**src/sv/kshfc_pkg.sv**
```systemverilog
// ----------------------------------------------------------------------------
// kshfc_pkg
// Types, codes and digit helpers for the keypad setpoint fan controller.
// ----------------------------------------------------------------------------
`default_nettype none

package kshfc_pkg;

   typedef logic [6:0]  duty_type;
   typedef logic [8:0]  thr_type;
   typedef logic [3:0]  key_type;
   typedef logic [2:0]  slot_type;
   typedef logic [11:0] lines_type;
   typedef logic [7:0]  sample_type;
   typedef logic [0:0]  csr_index_type;
   typedef logic [1:0]  pos_type;

   localparam key_type KEY_CANCEL = 4'd10;
   localparam key_type KEY_ENTER  = 4'd11;
   localparam key_type KEY_NONE   = 4'd12;
   localparam key_type KEY_DIGIT_MAX = 4'd9;

   localparam csr_index_type CSR_DUTY_HIGH = 1'd0;
   localparam csr_index_type CSR_DUTY_LOW  = 1'd1;

   localparam duty_type DUTY_HIGH_RST = 7'd95;
   localparam duty_type DUTY_LOW_RST  = 7'd5;
   localparam thr_type  THR_OFF_RST   = 9'd50;
   localparam thr_type  THR_ON_RST    = 9'd100;

   localparam slot_type SLOT_FIRST    = 3'd0;
   localparam slot_type SLOT_OFF_WAIT = 3'd3;
   localparam slot_type SLOT_ON_FIRST = 3'd4;
   localparam slot_type SLOT_ON_WAIT  = 3'd7;

   localparam pos_type POS_HUN = 2'd0;
   localparam pos_type POS_TEN = 2'd1;
   localparam pos_type POS_ONE = 2'd2;

   localparam key_type HUN_MAX   = 4'd2;
   localparam key_type LOWER_MAX = 4'd5;
   localparam thr_type TEN_LIMIT_VAL = 9'd200;
   localparam thr_type ONE_LIMIT_VAL = 9'd250;

   typedef enum logic [1:0] {
      LEVEL_NONE = 2'd0,
      LEVEL_HIGH = 2'd1,
      LEVEL_LOW  = 2'd2
   } level_type;

   typedef enum logic {
      MODE_MAIN  = 1'b0,
      MODE_SETUP = 1'b1
   } mode_type;

   typedef struct packed {
      logic [3:0] hun;
      logic [3:0] ten;
      logic [3:0] one;
   } digits_type;

   // scan position to key code, order 1..9,*,0,#
   function automatic key_type key_code(input logic [3:0] idx);
      key_type code;
      unique case (idx)
         4'd9:    code = KEY_CANCEL;
         4'd10:   code = 4'd0;
         4'd11:   code = KEY_ENTER;
         4'd0, 4'd1, 4'd2, 4'd3, 4'd4, 4'd5, 4'd6, 4'd7, 4'd8:
                  code = idx + 4'd1;
         default: code = KEY_NONE;
      endcase
      return code;
   endfunction

   // decimal digits of a 9-bit value, divide by ten as multiply by 205 >> 11
   function automatic digits_type split_digits(input thr_type v);
      logic [16:0] prod1;
      logic [5:0]  q;
      logic [13:0] prod2;
      digits_type  dg;
      prod1  = 17'(v) * 17'd205;
      q      = prod1[16:11];
      prod2  = 14'(q) * 14'd205;
      dg.hun = {1'b0, prod2[13:11]};
      dg.ten = 4'(q - 6'(prod2[13:11]) * 6'd10);
      dg.one = 4'(v - 9'(q) * 9'd10);
      return dg;
   endfunction

   function automatic thr_type put_digit(input thr_type v, input pos_type pos,
                                         input key_type d);
      digits_type dg;
      logic [9:0] sum;
      dg = split_digits(v);
      unique case (pos)
         POS_HUN: dg.hun = d;
         POS_TEN: dg.ten = d;
         default: dg.one = d;
      endcase
      sum = 10'(dg.hun) * 10'd100 + 10'(dg.ten) * 10'd10 + 10'(dg.one);
      return sum[8:0];
   endfunction

   function automatic logic digit_bad(input thr_type v, input pos_type pos,
                                      input key_type d);
      logic bad;
      unique case (pos)
         POS_HUN: bad = (d > HUN_MAX);
         POS_TEN: bad = (v == TEN_LIMIT_VAL) && (d > LOWER_MAX);
         default: bad = (v == ONE_LIMIT_VAL) && (d > LOWER_MAX);
      endcase
      return bad;
   endfunction

endpackage

`default_nettype wire

```
**src/sv/kshfc_req_if.sv**
```systemverilog
// ----------------------------------------------------------------------------
// kshfc_req_if
// Input channel: temperature sample and raw key levels, one beat per pass.
// ----------------------------------------------------------------------------
`default_nettype none

interface kshfc_req_if;
   import kshfc_pkg::*;

   logic       valid;
   logic       ready;
   sample_type sample;
   lines_type  key_lines;

   modport source (output valid, output sample, output key_lines, input ready);
   modport sink   (input valid, input sample, input key_lines, output ready);
endinterface

`default_nettype wire

```
**src/sv/kshfc_rsp_if.sv**
```systemverilog
// ----------------------------------------------------------------------------
// kshfc_rsp_if
// Result channel: fan duty and threshold entry status, one beat per pass.
// ----------------------------------------------------------------------------
`default_nettype none

interface kshfc_rsp_if;
   import kshfc_pkg::*;

   logic     valid;
   logic     ready;
   duty_type fan_duty;
   logic     in_setup;
   slot_type entry_position;
   thr_type  off_threshold;
   thr_type  on_threshold;
   thr_type  pending_off;
   thr_type  pending_on;
   key_type  key_event;
   logic     entry_rejected;

   modport source (output valid, output fan_duty, output in_setup,
                   output entry_position, output off_threshold, output on_threshold,
                   output pending_off, output pending_on, output key_event,
                   output entry_rejected, input ready);
   modport sink   (input valid, input fan_duty, input in_setup,
                   input entry_position, input off_threshold, input on_threshold,
                   input pending_off, input pending_on, input key_event,
                   input entry_rejected, output ready);
endinterface

`default_nettype wire

```
**src/sv/kshfc_csr_if.sv**
```systemverilog
// ----------------------------------------------------------------------------
// kshfc_csr_if
// Configuration write channel: register index and write data.
// ----------------------------------------------------------------------------
`default_nettype none

interface kshfc_csr_if;
   import kshfc_pkg::*;

   logic          valid;
   logic          ready;
   csr_index_type index;
   duty_type      data;

   modport source (output valid, output index, output data, input ready);
   modport sink   (input valid, input index, input data, output ready);
endinterface

`default_nettype wire

```
**src/sv/keypad_setpoint_hysteresis_fan_control.sv**
```systemverilog
// ----------------------------------------------------------------------------
// keypad_setpoint_hysteresis_fan_control
// Keypad edge detect, threshold entry sequencer and hysteresis fan duty.
// ----------------------------------------------------------------------------
// result beats are registered, offered the cycle after the request is taken
// throughput: one request beat per cycle unless the result is stalled; the
//   only stage, the output register, refills in the cycle its beat is taken
// reset (synchronous, active high): duty 95/5, thresholds 50/100, key memory
//   all pressed, fan undecided, main mode, slot 0, edits zero, no result
`default_nettype none

module keypad_setpoint_hysteresis_fan_control (
   input  wire              clock,
   input  wire              reset,
   kshfc_req_if.sink        req_bus,
   kshfc_rsp_if.source      rsp_bus,
   kshfc_csr_if.sink        csr_bus
);
   import kshfc_pkg::*;

   // configuration
   duty_type  duty_high_ff, duty_low_ff;

   // loop state
   lines_type key_mem_ff,    key_mem_in;
   level_type level_ff,      level_in;
   mode_type  mode_ff,       mode_in;
   slot_type  slot_ff,       slot_in;
   thr_type   commit_off_ff, commit_off_in;
   thr_type   commit_on_ff,  commit_on_in;
   thr_type   edit_off_ff,   edit_off_in;
   thr_type   edit_on_ff,    edit_on_in;

   // result register
   logic      rsp_valid_ff;
   duty_type  duty_ff,       duty_in;
   key_type   key_ff,        key_in;
   logic      rejected_ff,   rejected_in;

   logic      req_fire;
   logic      csr_fire;

   assign req_bus.ready = !rsp_valid_ff || rsp_bus.ready;
   assign req_fire      = req_bus.valid && req_bus.ready;
   assign csr_bus.ready = 1'b1;
   assign csr_fire      = csr_bus.valid;

   always_comb begin
      thr_type tgt;
      logic    in_on;
      logic    bad;
      tgt           = edit_off_ff;
      in_on         = slot_ff[2];
      bad           = 1'b0;
      key_in        = KEY_NONE;
      key_mem_in    = req_bus.key_lines;
      level_in      = level_ff;
      mode_in       = mode_ff;
      slot_in       = slot_ff;
      commit_off_in = commit_off_ff;
      commit_on_in  = commit_on_ff;
      edit_off_in   = edit_off_ff;
      edit_on_in    = edit_on_ff;

      // released-to-pressed edge, later scan positions override earlier ones
      for (int i = 0; i < 12; i++) begin
         if (key_mem_ff[i] && !req_bus.key_lines[i]) begin
            key_in = key_code(4'(i));
         end
      end

      // low decision last so it wins when both hold
      if ({1'b0, req_bus.sample} > commit_on_ff) begin
         level_in = LEVEL_HIGH;
      end
      if ({1'b0, req_bus.sample} < commit_off_ff) begin
         level_in = LEVEL_LOW;
      end

      if (in_on) begin
         tgt = edit_on_ff;
      end

      unique case (mode_ff)
         MODE_MAIN: begin
            if (key_in == KEY_ENTER) begin
               mode_in     = MODE_SETUP;
               edit_off_in = commit_off_ff;
               edit_on_in  = commit_on_ff;
               slot_in     = SLOT_FIRST;
            end
         end
         MODE_SETUP: begin
            priority if (key_in == KEY_ENTER) begin
               priority if (slot_ff < SLOT_OFF_WAIT) begin
                  if (edit_off_ff == '0) begin
                     bad = 1'b1;
                  end else begin
                     slot_in = SLOT_ON_FIRST;
                  end
               end else if (slot_ff == SLOT_OFF_WAIT) begin
                  slot_in    = SLOT_ON_FIRST;
                  edit_on_in = '0;
               end else if (edit_off_ff < edit_on_ff) begin
                  commit_off_in = edit_off_ff;
                  commit_on_in  = edit_on_ff;
                  mode_in       = MODE_MAIN;
               end else begin
                  bad = 1'b1;
               end
            end else if (key_in == KEY_CANCEL) begin
               mode_in = MODE_MAIN;
            end else if (key_in <= KEY_DIGIT_MAX) begin
               if (slot_ff == SLOT_OFF_WAIT || slot_ff == SLOT_ON_WAIT) begin
                  bad = 1'b1;
               end else begin
                  bad = digit_bad(tgt, slot_ff[1:0], key_in);
                  if (!bad) begin
                     if (in_on) begin
                        edit_on_in = put_digit(tgt, slot_ff[1:0], key_in);
                     end else begin
                        edit_off_in = put_digit(tgt, slot_ff[1:0], key_in);
                     end
                     slot_in = slot_ff + 3'd1;
                  end
               end
            end else begin
               slot_in = slot_ff;
            end
         end
         default: begin
            mode_in = MODE_MAIN;
         end
      endcase

      // invalid entry reloads the committed pair and restarts at slot 0
      if (bad) begin
         edit_off_in = commit_off_ff;
         edit_on_in  = commit_on_ff;
         slot_in     = SLOT_FIRST;
      end
      rejected_in = bad;

      unique case (level_in)
         LEVEL_HIGH: duty_in = duty_high_ff;
         LEVEL_LOW:  duty_in = duty_low_ff;
         default:    duty_in = '0;
      endcase
   end

   always_ff @(posedge clock) begin
      if (reset) begin
         duty_high_ff <= DUTY_HIGH_RST;
         duty_low_ff  <= DUTY_LOW_RST;
      end else if (csr_fire) begin
         unique case (csr_bus.index)
            CSR_DUTY_HIGH: duty_high_ff <= csr_bus.data;
            CSR_DUTY_LOW:  duty_low_ff  <= csr_bus.data;
            default:       duty_high_ff <= duty_high_ff;
         endcase
      end
   end

   always_ff @(posedge clock) begin
      if (reset) begin
         key_mem_ff    <= '0;
         level_ff      <= LEVEL_NONE;
         mode_ff       <= MODE_MAIN;
         slot_ff       <= SLOT_FIRST;
         commit_off_ff <= THR_OFF_RST;
         commit_on_ff  <= THR_ON_RST;
         edit_off_ff   <= '0;
         edit_on_ff    <= '0;
      end else if (req_fire) begin
         key_mem_ff    <= key_mem_in;
         level_ff      <= level_in;
         mode_ff       <= mode_in;
         slot_ff       <= slot_in;
         commit_off_ff <= commit_off_in;
         commit_on_ff  <= commit_on_in;
         edit_off_ff   <= edit_off_in;
         edit_on_ff    <= edit_on_in;
      end
   end

   always_ff @(posedge clock) begin
      if (reset) begin
         rsp_valid_ff <= 1'b0;
      end else if (req_fire) begin
         rsp_valid_ff <= 1'b1;
      end else if (rsp_bus.ready) begin
         rsp_valid_ff <= 1'b0;
      end
   end

   always_ff @(posedge clock) begin
      if (req_fire) begin
         duty_ff     <= duty_in;
         key_ff      <= key_in;
         rejected_ff <= rejected_in;
      end
   end

   // state registers hold the end-of-pass values, so they double as payload
   assign rsp_bus.valid          = rsp_valid_ff;
   assign rsp_bus.fan_duty       = duty_ff;
   assign rsp_bus.in_setup       = (mode_ff == MODE_SETUP);
   assign rsp_bus.entry_position = slot_ff;
   assign rsp_bus.off_threshold  = commit_off_ff;
   assign rsp_bus.on_threshold   = commit_on_ff;
   assign rsp_bus.pending_off    = edit_off_ff;
   assign rsp_bus.pending_on     = edit_on_ff;
   assign rsp_bus.key_event      = key_ff;
   assign rsp_bus.entry_rejected = rejected_ff;

endmodule

`default_nettype wire

```
**src/flat_wrapper.sv**
```systemverilog
// flat-port wrapper written by rule: the top's interface ports become plain ports
module keypad_setpoint_hysteresis_fan_control_flat import kshfc_pkg::*;
  (clock, reset, req_bus_valid, req_bus_sample, req_bus_key_lines, req_bus_ready, rsp_bus_valid, rsp_bus_fan_duty, rsp_bus_in_setup, rsp_bus_entry_position, rsp_bus_off_threshold, rsp_bus_on_threshold, rsp_bus_pending_off, rsp_bus_pending_on, rsp_bus_key_event, rsp_bus_entry_rejected, rsp_bus_ready, csr_bus_valid, csr_bus_index, csr_bus_data, csr_bus_ready);
  kshfc_req_if req_bus_i ();
  kshfc_rsp_if rsp_bus_i ();
  kshfc_csr_if csr_bus_i ();
  input  wire clock;
  input  wire reset;
  input wire logic [$bits(req_bus_i.valid)-1:0] req_bus_valid;
  input wire logic [$bits(req_bus_i.sample)-1:0] req_bus_sample;
  input wire logic [$bits(req_bus_i.key_lines)-1:0] req_bus_key_lines;
  output wire logic [$bits(req_bus_i.ready)-1:0] req_bus_ready;
  output wire logic [$bits(rsp_bus_i.valid)-1:0] rsp_bus_valid;
  output wire logic [$bits(rsp_bus_i.fan_duty)-1:0] rsp_bus_fan_duty;
  output wire logic [$bits(rsp_bus_i.in_setup)-1:0] rsp_bus_in_setup;
  output wire logic [$bits(rsp_bus_i.entry_position)-1:0] rsp_bus_entry_position;
  output wire logic [$bits(rsp_bus_i.off_threshold)-1:0] rsp_bus_off_threshold;
  output wire logic [$bits(rsp_bus_i.on_threshold)-1:0] rsp_bus_on_threshold;
  output wire logic [$bits(rsp_bus_i.pending_off)-1:0] rsp_bus_pending_off;
  output wire logic [$bits(rsp_bus_i.pending_on)-1:0] rsp_bus_pending_on;
  output wire logic [$bits(rsp_bus_i.key_event)-1:0] rsp_bus_key_event;
  output wire logic [$bits(rsp_bus_i.entry_rejected)-1:0] rsp_bus_entry_rejected;
  input wire logic [$bits(rsp_bus_i.ready)-1:0] rsp_bus_ready;
  input wire logic [$bits(csr_bus_i.valid)-1:0] csr_bus_valid;
  input wire logic [$bits(csr_bus_i.index)-1:0] csr_bus_index;
  input wire logic [$bits(csr_bus_i.data)-1:0] csr_bus_data;
  output wire logic [$bits(csr_bus_i.ready)-1:0] csr_bus_ready;
  assign req_bus_i.valid = req_bus_valid;
  assign req_bus_i.sample = req_bus_sample;
  assign req_bus_i.key_lines = req_bus_key_lines;
  assign req_bus_ready = req_bus_i.ready;
  assign rsp_bus_valid = rsp_bus_i.valid;
  assign rsp_bus_fan_duty = rsp_bus_i.fan_duty;
  assign rsp_bus_in_setup = rsp_bus_i.in_setup;
  assign rsp_bus_entry_position = rsp_bus_i.entry_position;
  assign rsp_bus_off_threshold = rsp_bus_i.off_threshold;
  assign rsp_bus_on_threshold = rsp_bus_i.on_threshold;
  assign rsp_bus_pending_off = rsp_bus_i.pending_off;
  assign rsp_bus_pending_on = rsp_bus_i.pending_on;
  assign rsp_bus_key_event = rsp_bus_i.key_event;
  assign rsp_bus_entry_rejected = rsp_bus_i.entry_rejected;
  assign rsp_bus_i.ready = rsp_bus_ready;
  assign csr_bus_i.valid = csr_bus_valid;
  assign csr_bus_i.index = csr_bus_index;
  assign csr_bus_i.data = csr_bus_data;
  assign csr_bus_ready = csr_bus_i.ready;
  keypad_setpoint_hysteresis_fan_control u_core (.clock(clock), .reset(reset), .req_bus(req_bus_i), .rsp_bus(rsp_bus_i), .csr_bus(csr_bus_i));
endmodule
```
**config.mk**
```make
export PLATFORM = sky130hd
export DESIGN_NAME = keypad_setpoint_hysteresis_fan_control_flat
export DESIGN_NICKNAME = d
export VERILOG_FILES = /design/src/sv/kshfc_pkg.sv /design/src/sv/kshfc_req_if.sv /design/src/sv/kshfc_rsp_if.sv /design/src/sv/kshfc_csr_if.sv /design/src/sv/keypad_setpoint_hysteresis_fan_control.sv /design/src/flat_wrapper.sv
export SDC_FILE = /design/constraint.sdc
export NUM_CORES = 1
export LEC_CHECK = 0
export BUFFER_PORTS_ARGS = -buffer_cell sky130_fd_sc_hd__buf_2
export CAP_MARGIN = 20
export CORE_MARGIN = 1
export CORE_UTILIZATION = 61
export DETAILED_ROUTE_END_ITERATION = 8
export GPL_TIMING_DRIVEN = 0
export PLACE_DENSITY = 0.83
export SLEW_MARGIN = 25
export SYNTH_ARGS = -nofsm -noshare
export SYNTH_HDL_FRONTEND = slang
export SYNTH_SLANG_ARGS = --single-unit
```
**constraint.sdc**
```tcl
create_clock -name clock -period 21.4 [get_ports clock]
set_input_delay 4.28 -clock clock [delete_from_list [all_inputs] [get_ports clock]]
set_output_delay 4.28 -clock clock [all_outputs]
set_load 0.02 [all_outputs]
```
==> run_results.csv <==
group,metric,value,unit
status,status,"complete, but fails checks",
status,violations,"design-rule violations",
routing,vias,6464,
critical_path,crit_start,"u_core.rsp_bus.entry_position[2]",
routing,drc_errors,9,
synth,synth_commonest_cells,"ha_1, inv_1, nand2_1, dfxtp_1, a21oi_1",
power,comb_power_share,0.286,
synth,ys_types,71,
critical_path,cp_max_fo,5,
die,core-area,11600,µm²
die,die_area,12400,µm²
power,p_int,318,µW
timing,fin_crit_sh,0.579,
die,io_pins,88,
critical_path,critPathKind,"reg2reg",
cells_and_area,postLayoutCoreUtil,0.713,
routing,postRouteAntennaNets,0,
synth,yosysSeqAreaShare,0.238,
placed_design,pre_cts_slack,9.10,ns
timing,setup_slack,9.01,ns
placed_design,dpl-instance-area,7910,µm²
routing,wl,18200,µm
timing,fin_crit,12.39,ns
synth,synthTopCellsByArea,"ha_1, dfxtp_1, fa_1",
power,p_total,475,µW
global_routing,grt_max_degree,22,
synth,yosys_warnings,0,
synth,netlist.area_leader.share,0.204,
clock_network,cts_resized,0,
critical_path,cp_slowest_stage_delay,0.61,ns
critical_path,slowest_stage,"or4_1",
cells_and_area,syn_to_final_growth,12.7,%
placed_design,hpwlAfterDp,14600,µm
synth,async_flop_share,0,
clock_network,tritoncts,"yes",
routing,drt-pass1-iter-count,7,
critical_path,cp.required,21.62,ns
clock_network,cts_hold_buf,0,
clock_network,clock_path_buffers,2,
power,power_frac_clock,0.366,
critical_path,path_common_cell,"ha_1",
synth,avgSynthCellArea,8.69,µm²
clock_network,path_clk_slew,0.07,ns
die,rows,39,
critical_path,critPathLaunchType,"flop",
clock_network,cts.htree.levels,3,
cells_and_area,diodes,0,
hold_path,hold_class,"reg2reg",
timing,fin_skew,0.00786,ns
critical_path,cp-end-kind,"flop",
timing,tightest_slew,0.848,ns
power,p_leak,4.27,nW
synth,synth_nets,1020,
cells_and_area,final_cell_area,8240,µm²
critical_path,r2r-start,"u_core.rsp_bus.entry_position[2]",
synth,syn_area,7310,µm²
placed_design,gp_congestion,0.965,
timing,fin_tns_setup,0,ns
cells_and_area,fin_nets,1114,
routing,vias_per_cell,5.96,
synth,synthMostInstantiatedCell,"ha_1",
power,seqPwrFrac,0.349,
global_routing,grt-ovfl-total,0,
timing,setup_viol,0,
timing,final_hold_viol_count,0,
synth,netlist_instances,842,
clock_network,clock_sinks,81,
power,p_per_area,57.6,nW/µm²
synth,synth-seq-cells,81,
die,start_util,0.632,
global_routing,grt_pass1_wl,30700,µm
synth,ys.flop_type,"dfxtp_1",
global_routing,grt_pass1_vias,6302,
placed_design,port_buffers,83,
global_routing,antenna_found_initial,0,
synth,synthDominantAreaCellType,"ha_1",
clock_network,clock_latency,0.34,ns
timing,rsz0062_at_grt,"no",
routing,drt_iter0_markers,642,
cells_and_area,drive_above_1_share,0.143,
power,switching_power,157,µW
power,irDropWorstVdd,51.7,µV
clock_network,cts_made_buffers,9,
timing,relSlewSlack,0.435,
timing,holdWs,0.452,ns
die,die_x,111,µm
placed_design,place_inst,1068,
global_routing,global_route.usage.total,0.307,
hold_path,min_from,"u_core.key_mem_ff[5]",
die,die_h,111,µm
routing,routedWlPerCell,16.8,µm
clock_network,cts-root-buf,"clkbuf_16",
timing,drv_slew,0,
timing,fmax,80.7,MHz
cells_and_area,stdcell_count,1084,
clock_network,cts_setup_buffers,0,
critical_path,cp.arrival,12.61,ns
run,maxCapViolCount,0,
power,swShare,0.331,
synth,synth_edf_count,12,
-- layer usage --
| metal | track usage | part of all wire |
|---|---|---|
| met4 | 0.0766 | 0.017 |
| met1 | 0.410 | 0.43 |
| met5 | 0 | 0 |
| met2 | 0.514 | 0.47 |
| met3 | 0.0555 | 0.079 |
-- layout make-up --
cell class	instances	area, µm²
multi-input cells	623	5030
fillers	888	3320
flip-flops and latches	81	1740
inverters	113	429
repair buffers	83	415
clock buffers	9	225
well taps	143	179
plain buffers	25	116
clock inverters	7	109
-- layout by cell type, fill, tap and decap left out, drive strengths merged, types with 14 or more instances in the layout --
master | Yosys | final
a211oi | 14 | 14
a21o | 16 | 16
a21oi | 65 | 65
buf | 8 | 90
clkbuf | 17 | 27
dfxtp | 69 | 69
fa | 26 | 26
ha | 119 | 119
inv | 111 | 115
mux2i | 32 | 32
nand2 | 72 | 72
nand3 | 21 | 21
nor2 | 63 | 63
nor3 | 16 | 16
o21ai | 26 | 26
xnor2 | 16 | 16
-- power by group through the flow --
stage | clock [mW] | combinational, mW | sequential (mW)
CTS | 0.174 | 0.134 | 0.166
global route | 0.181 | 0.150 | 0.166
global placement | 0 | 0.129 | 0.169
floorplan | 0 | 0.0930 | 0.172
finish | 0.174 | 0.136 | 0.166
detailed placement | 0 | 0.133 | 0.169
-- final timing paths --
check                           slack (ns)                            to  cells past startpoint
worst min register to register        0.45          u_core.key_mem_ff[5]                      2
worst max-delay path                  9.01  u_core.rsp_bus.pending_on[8]                     50
worst max register to register        9.01  u_core.rsp_bus.pending_on[8]                     50
worst min-delay path                  0.45          u_core.key_mem_ff[5]                      2
-- critical path, delay by kind of cell (launching register included) --
family	cells	cell delay [ns]
buffers and inverters	11	0.96
flip-flops	1	0.40
multiplexers	1	0.40
adder cells (fa/ha/maj)	15	5.30
AO/OA/AOI/OAI	12	2.53
AND/OR/NAND/NOR	7	1.92
XOR/XNOR	4	0.75
-- logic make-up (layout without fill, tap and decap cells) --
logic type / count (synthesis) / count (layout) / share of synthesized area
multiplexers: 35 / 35 / 0.0484
adder cells (fa/ha/maj): 145 / 145 / 0.275
flip-flops: 81 / 81 / 0.238
AND/OR/NAND/NOR: 232 / 232 / 0.152
other: 1 / 1 / 0.000513
XOR/XNOR: 23 / 23 / 0.0294
AO/OA/AOI/OAI: 187 / 187 / 0.183
buffers and inverters: 138 / 237 / 0.0744
-- flip-flops by register name, summed over array words and instances (netlist names) --
name,flops
u_core.key_mem_ff,12
u_core.rsp_bus.off_threshold,9
u_core.rsp_bus.on_threshold,9
u_core.rsp_bus.pending_off,9
u_core.rsp_bus.pending_on,9
u_core.duty_high_ff,7
u_core.duty_low_ff,7
u_core.rsp_bus.fan_duty,7
u_core.rsp_bus.key_event,4
u_core.rsp_bus.entry_position,3
u_core.level_ff,2
u_core.rsp_bus.entry_rejected,1
u_core.rsp_bus.in_setup,1
u_core.rsp_bus.valid,1
Note: power is estimated with default switching activity, not from simulation.
